File: src/hdl/crls_pkg.sv
package crls_pkg;

  localparam int unsigned LayerCount = 64;
  localparam int unsigned LayerW = (LayerCount > 1) ? $clog2(LayerCount) : 1;
  localparam int unsigned SumW = 50;
  localparam int unsigned CountW = 20;
  localparam int unsigned PeakW = 15;
  localparam int unsigned CoordW = 20;
  localparam int unsigned SelW = 6;
  localparam int unsigned CfgIdxW = 2;
  localparam int unsigned CfgDataW = 20;
  localparam logic [CountW-1:0] CountMax = '1;
  localparam logic [PeakW-1:0] PeakMax = '1;

  typedef enum logic [CfgIdxW-1:0] {
    RegAxisX   = 2'd0,
    RegAxisY   = 2'd1,
    RegRadius  = 2'd2,
    RegLowest  = 2'd3
  } reg_idx_e;

  typedef enum logic {
    OpPoint = 1'b0,
    OpRead  = 1'b1
  } op_e;

  // request classified by the front part
  typedef struct packed {
    op_e               op;
    logic [41:0]       dist_sq;
    logic              in_win;
    logic [LayerW-1:0] entry;
    logic [SelW-1:0]   sel;
  } req_t;

  // result handed to the output register
  typedef struct packed {
    logic signed [15:0] deviation;
    logic [SelW-1:0]    layer_index;
    logic               in_window;
    logic [CountW-1:0]  point_count;
    logic [PeakW-1:0]   layer_rmse;
    logic [PeakW-1:0]   layer_max;
  } res_t;

endpackage

File: src/hdl/crls_front.sv
module crls_front (
  input  logic                               clk_i,
  input  logic                               rst_ni,
  input  logic                               take_i,
  input  logic                               opcode_i,
  input  logic signed [crls_pkg::CoordW-1:0] pos_x_i,
  input  logic signed [crls_pkg::CoordW-1:0] pos_y_i,
  input  logic signed [crls_pkg::CoordW-1:0] pos_z_i,
  input  logic [crls_pkg::SelW-1:0]          layer_select_i,
  input  logic signed [crls_pkg::CoordW-1:0] axis_x_i,
  input  logic signed [crls_pkg::CoordW-1:0] axis_y_i,
  input  logic signed [9:0]                  lowest_i,
  input  logic                               deq_i,
  output logic                               full_o,
  output logic                               avail_o,
  output crls_pkg::req_t                     req_o
);
  import crls_pkg::*;

  // stage 1: differences and layer window
  logic        s1_q;
  op_e         op1_q;
  logic signed [20:0] dx_q, dy_q;
  logic        win1_q;
  logic [LayerW-1:0] ent1_q;
  logic [SelW-1:0]   sel1_q;
  logic signed [10:0] layer;
  logic signed [11:0] entry;
  // stage 2: squares
  logic        s2_q;
  op_e         op2_q;
  logic [41:0] sqx_q, sqy_q;
  logic        win2_q;
  logic [LayerW-1:0] ent2_q;
  logic [SelW-1:0]   sel2_q;
  // two-entry queue
  req_t        fifo_q [2];
  logic        wp_q, rp_q;
  logic [1:0]  cnt_q;
  req_t        wr;

  assign layer = 11'(signed'({1'b0, pos_z_i[19:10] ^ 10'h200})) - 11'sd512;
  assign entry = 12'(layer) - 12'(lowest_i);

  always_ff @(posedge clk_i or negedge rst_ni) begin
    if (!rst_ni) begin
      s1_q <= 1'b0;
      s2_q <= 1'b0;
    end else begin
      s1_q <= take_i;
      s2_q <= s1_q;
    end
  end

  // compute differences and squares
  always_ff @(posedge clk_i) begin
    op1_q  <= op_e'(opcode_i);
    dx_q   <= 21'(pos_x_i) - 21'(axis_x_i);
    dy_q   <= 21'(pos_y_i) - 21'(axis_y_i);
    win1_q <= (entry >= 0) && (entry < 12'(LayerCount));
    ent1_q <= entry[LayerW-1:0];
    sel1_q <= layer_select_i;
    op2_q  <= op1_q;
    sqx_q  <= 42'(dx_q) * 42'(dx_q);
    sqy_q  <= 42'(dy_q) * 42'(dy_q);
    win2_q <= win1_q;
    ent2_q <= ent1_q;
    sel2_q <= sel1_q;
  end

  assign wr = '{op: op2_q, dist_sq: sqx_q + sqy_q, in_win: win2_q,
                entry: ent2_q, sel: sel2_q};

  // push finished request, pop on back request
  always_ff @(posedge clk_i or negedge rst_ni) begin
    if (!rst_ni) begin
      wp_q  <= 1'b0;
      rp_q  <= 1'b0;
      cnt_q <= '0;
    end else begin
      if (s2_q) wp_q <= ~wp_q;
      if (deq_i) rp_q <= ~rp_q;
      cnt_q <= cnt_q + 2'(s2_q) - 2'(deq_i);
    end
  end

  always_ff @(posedge clk_i) begin
    if (s2_q) fifo_q[wp_q] <= wr;
  end

  // hold new requests while anything may overflow the queue
  assign full_o  = (cnt_q != 2'd0) || s1_q || s2_q;
  assign avail_o = (cnt_q != 2'd0);
  assign req_o   = fifo_q[rp_q];

`ifndef SYNTHESIS
  a_no_over: assert property (@(posedge clk_i) disable iff (!rst_ni)
    cnt_q <= 2'd2) else $error("queue overflow");
  a_no_under: assert property (@(posedge clk_i) disable iff (!rst_ni)
    deq_i |-> cnt_q != 2'd0) else $error("queue underflow");
  a_one_flight: assert property (@(posedge clk_i) disable iff (!rst_ni)
    take_i |=> !take_i) else $error("two requests in flight");
`endif

endmodule

File: config.mk
export PLATFORM = sky130hd
export DESIGN_NAME = crls_front
export DESIGN_NICKNAME = d
export VERILOG_FILES = /design/src/hdl/crls_pkg.sv /design/src/hdl/crls_front.sv
export SDC_FILE = /design/constraint.sdc
export NUM_CORES = 2
export LEC_CHECK = 0
export BUFFER_PORTS_ARGS = -buffer_cell sky130_fd_sc_hd__buf_2
export CORE_MARGIN = 1
export CORE_UTILIZATION = 50
export DETAILED_ROUTE_END_ITERATION = 6
export GPL_TIMING_DRIVEN = 0
export PLACE_DENSITY = 0.67
export REMOVE_ABC_BUFFERS = 1
export SYNTH_ARGS = -nofsm -noshare
export SYNTH_HDL_FRONTEND = slang
export SYNTH_SLANG_ARGS = --single-unit
File: constraint.sdc
create_clock -name clk_i -period 11.4 [get_ports clk_i]
set_input_delay 1.71 -clock clk_i [delete_from_list [all_inputs] [get_ports clk_i]]
set_output_delay 1.71 -clock clk_i [all_outputs]
set_load 0.03 [all_outputs]
==> results.ini <==
[run]
drv_cap=0

[setup_path]
r2r_start=dx_q[7]
cp_slowest_cell=dfxtp_1
crit_path_start=dx_q[7]
critPathKind=flip-flop to flip-flop
critPathMaxFanout=20
r2r_end=sqx_q[30]
cp_top_family=adder cells
critPathCaptureType=flip-flop
cp_data_required_time_ns=11.86
rr_worst_depth=25
reg2reg_setup_slack_ns=3.05
cp.arrival_ns=8.82
start_kind=flip-flop
max_stage_delay_ns=1.01
crit_buf_inv=6

[min_path]
min_from=sel1_q[0]
hold_end=sel2_q[0]
min_path_type=flip-flop to flip-flop
min_path_cells=0

[detailed_routing]
drc=36
via_per_inst=5.034
wire_per_inst_um=15.63
routed_wl_um=83390
initialDrtViolationCount=1347
first_pass_iters=7
ant_nets=0
route.vias.total=26870

[cts]
clock_latency_ns=0.59
cts_tree=done
clk_pin_slew_worst_paths_ns=0.06
numCtsBuffers=29
root_buffer=clkbuf_16
cts_max_level=1
clock_path_buffers=3
cts_hold_buf=0
cts.sinks=270
cts_setup_buffers=0
postCtsResizedCells=0

[placement]
io_buffers=168
placed_cell_area_um2=42760
gp_congestion=0.8669
dp_hpwl_um=68800

[yosys]
synth.area.mux_share_pct=1.649
synthAdderAreaFrac_pct=51.42
synth_area_um2=40900
synth_area_leaders=fa_1, inv_1, ha_1
yosysTopAreaCell=fa_1
synth_edf_count=112
synth-seq-cells=270
synthXorXnorAreaFrac_pct=3.726
synth-async-reset-ratio_pct=2.222
seq_area_frac_synth_pct=16.03
synth.avg_cell_area_um2=9.853
yosysUniqueCellTypes=73
synth-simple-area-share_pct=9.389
synth-compound-area-share_pct=6.048
synth_top_family_by_area=adder cells
synth_top_area_share_pct=40.77
syn_inst=4151
yosysWarnings=0
synth_top_flop_cell=dfxtp_1

[timing]
fmax_ghz=0.1197
worstMarginPinSlew_ns=1.210
setup_tns_ns=0
whs_ns=0.3275
fin_crit_ns=8.352
fin_crit_sh_pct=73.27
maxSlewViolCount=0
slew_headroom_pct=19.25
fin_worst_skew_ns=0.02290
rsz0062_at_grt=no
setup_viol=0
hold_viol=0

[run_status]
status=complete, but fails checks
failed_checks=DRC

[final_layout]
fillers=7368
fin_nets=5555
final_area_um2=43740
drive_gt1_share_pct=7.133
syn2layout_area_growth_pct=6.954

[floorplan]
io_pins=179
rows=104
core_area_um2=80680
start_util_pct=50.69
die_w_um=288.0
die_h_um=288.0
dieArea_um2=82950

[grt]
gr-usage-all-layers_pct=21.44
gr-total-overflow=0
grt_max_degree=57
antenna_found_initial=2
grt_pass1_vias=29120
grt_pass1_wl_um=141500

-- metrics by stage --
step                std cells  worst slack, ns  utilization, %
floorplan                4051            4.341               -
global placement         5279            2.880           52.92
detailed placement       5282            3.132           53.01
CTS                      5336            3.105           54.22
global route             5337            2.572           54.22
finish                   5337            3.048           54.22
-- kinds of logic after synthesis --
family / Yosys count
xor+xnor: 174
fa+ha+maj: 1181
simple gates: 821
flops: 270
compound gates: 366
mux: 60
buf+inv: 1279
-- layout by cell type, fill, tap and decap left out, types with 30 or more instances in the layout --
cell type | synthesis | routed
xor2_1 | 43 | 43
nor2_1 | 168 | 168
nand2_1 | 324 | 324
o21ai_0 | 55 | 55
dfxtp_1 | 152 | 151
nor3_1 | 48 | 48
inv_1 | 1176 | 1176
o21a_1 | 30 | 30
edfxtp_1 | 112 | 112
and2_1 | 133 | 132
buf_2 | 0 | 168
fa_1 | 833 | 833
a21o_1 | 47 | 47
mux2_2 | 59 | 59
nor2b_1 | 39 | 38
ha_1 | 348 | 348
a21oi_1 | 101 | 101
xnor2_1 | 131 | 131
-- flip-flops by register name (all words and copies together) (netlist names), 2 cells and up --
name / count
dy_q: 21
dx_q: 21
ent2_q: 6
sel1_q: 6
sqy_q: 41
cnt_q: 2
sqx_q: 41
ent1_q: 6
fifo_q: 112
sel2_q: 6
-- cell type report --
cell class / instances / area, um^2 / share of cell area, %
diodes: 1 / 2.502 / 0.005721
clock buffers: 40 / 810.8 / 1.853
clock inverters: 14 / 166.4 / 0.3804
inverters: 1179 / 4425 / 10.12
multi-input cells: 2602 / 29550 / 67.56
flip-flops and latches: 270 / 6559 / 14.99
well taps: 1060 / 1326 / 3.032
repair buffers: 171 / 900.9 / 2.059
-- worst max path at each step --
stage | end | slack [ns] | cells past startpoint
3_5_place_dp | sqx_q[30] | 3.13 | 25
6_report | sqx_q[30] | 3.05 | 25
4_1_cts | sqx_q[30] | 3.10 | 25
2_1_floorplan | sqy_q[36] | 4.34 | 21
5_1_grt | sqx_q[40] | 2.57 | 23
3_3_place_gp | sqy_q[36] | 2.88 | 21
-- synth_stat cells (all sizes together) (21+ instances only) --
cell type and instances:
a21o 47, a21oi 102, and2 133, clkbuf 96, dfxtp 152, edfxtp 112, fa 833, ha 348
inv 1176, mux2 59, nand2 324, nand2b 21, nand3 25, nor2 168, nor2b 39, nor3 48
o21a 31, o21ai 60, xnor2 131, xor2 43
-- worst register-to-register path: stages (launching register included) --
cell,delay (ns)
dfxtp_1,1.01
inv_1,0.45
nor2_1,0.37
fa_1,0.51
ha_1,0.32
a21oi_1,0.08
fa_1,0.51
inv_1,0.05
fa_1,0.50
inv_1,0.05
fa_1,0.53
inv_1,0.05
fa_1,0.47
inv_1,0.05
fa_1,0.48
inv_1,0.05
ha_1,0.36
a21o_1,0.21
a21o_1,0.17
a21oi_1,0.22
o211ai_1,0.36
o31ai_1,0.50
o21ai_1,0.27
a31oi_1,0.40
o21ai_1,0.12
xor2_1,0.16
-- routing by layer --
layer | track usage (%) | routed length [um]
met2 | 37.54 | 41350
met1 | 28.80 | 36200
met3 | 2.147 | 3954
met5 | 0 | 0
met4 | 4.590 | 1889
Power is left out: the tool's default activity adds up to more than one toggle a clock period on the data nets, which glitch-free logic cannot reach.
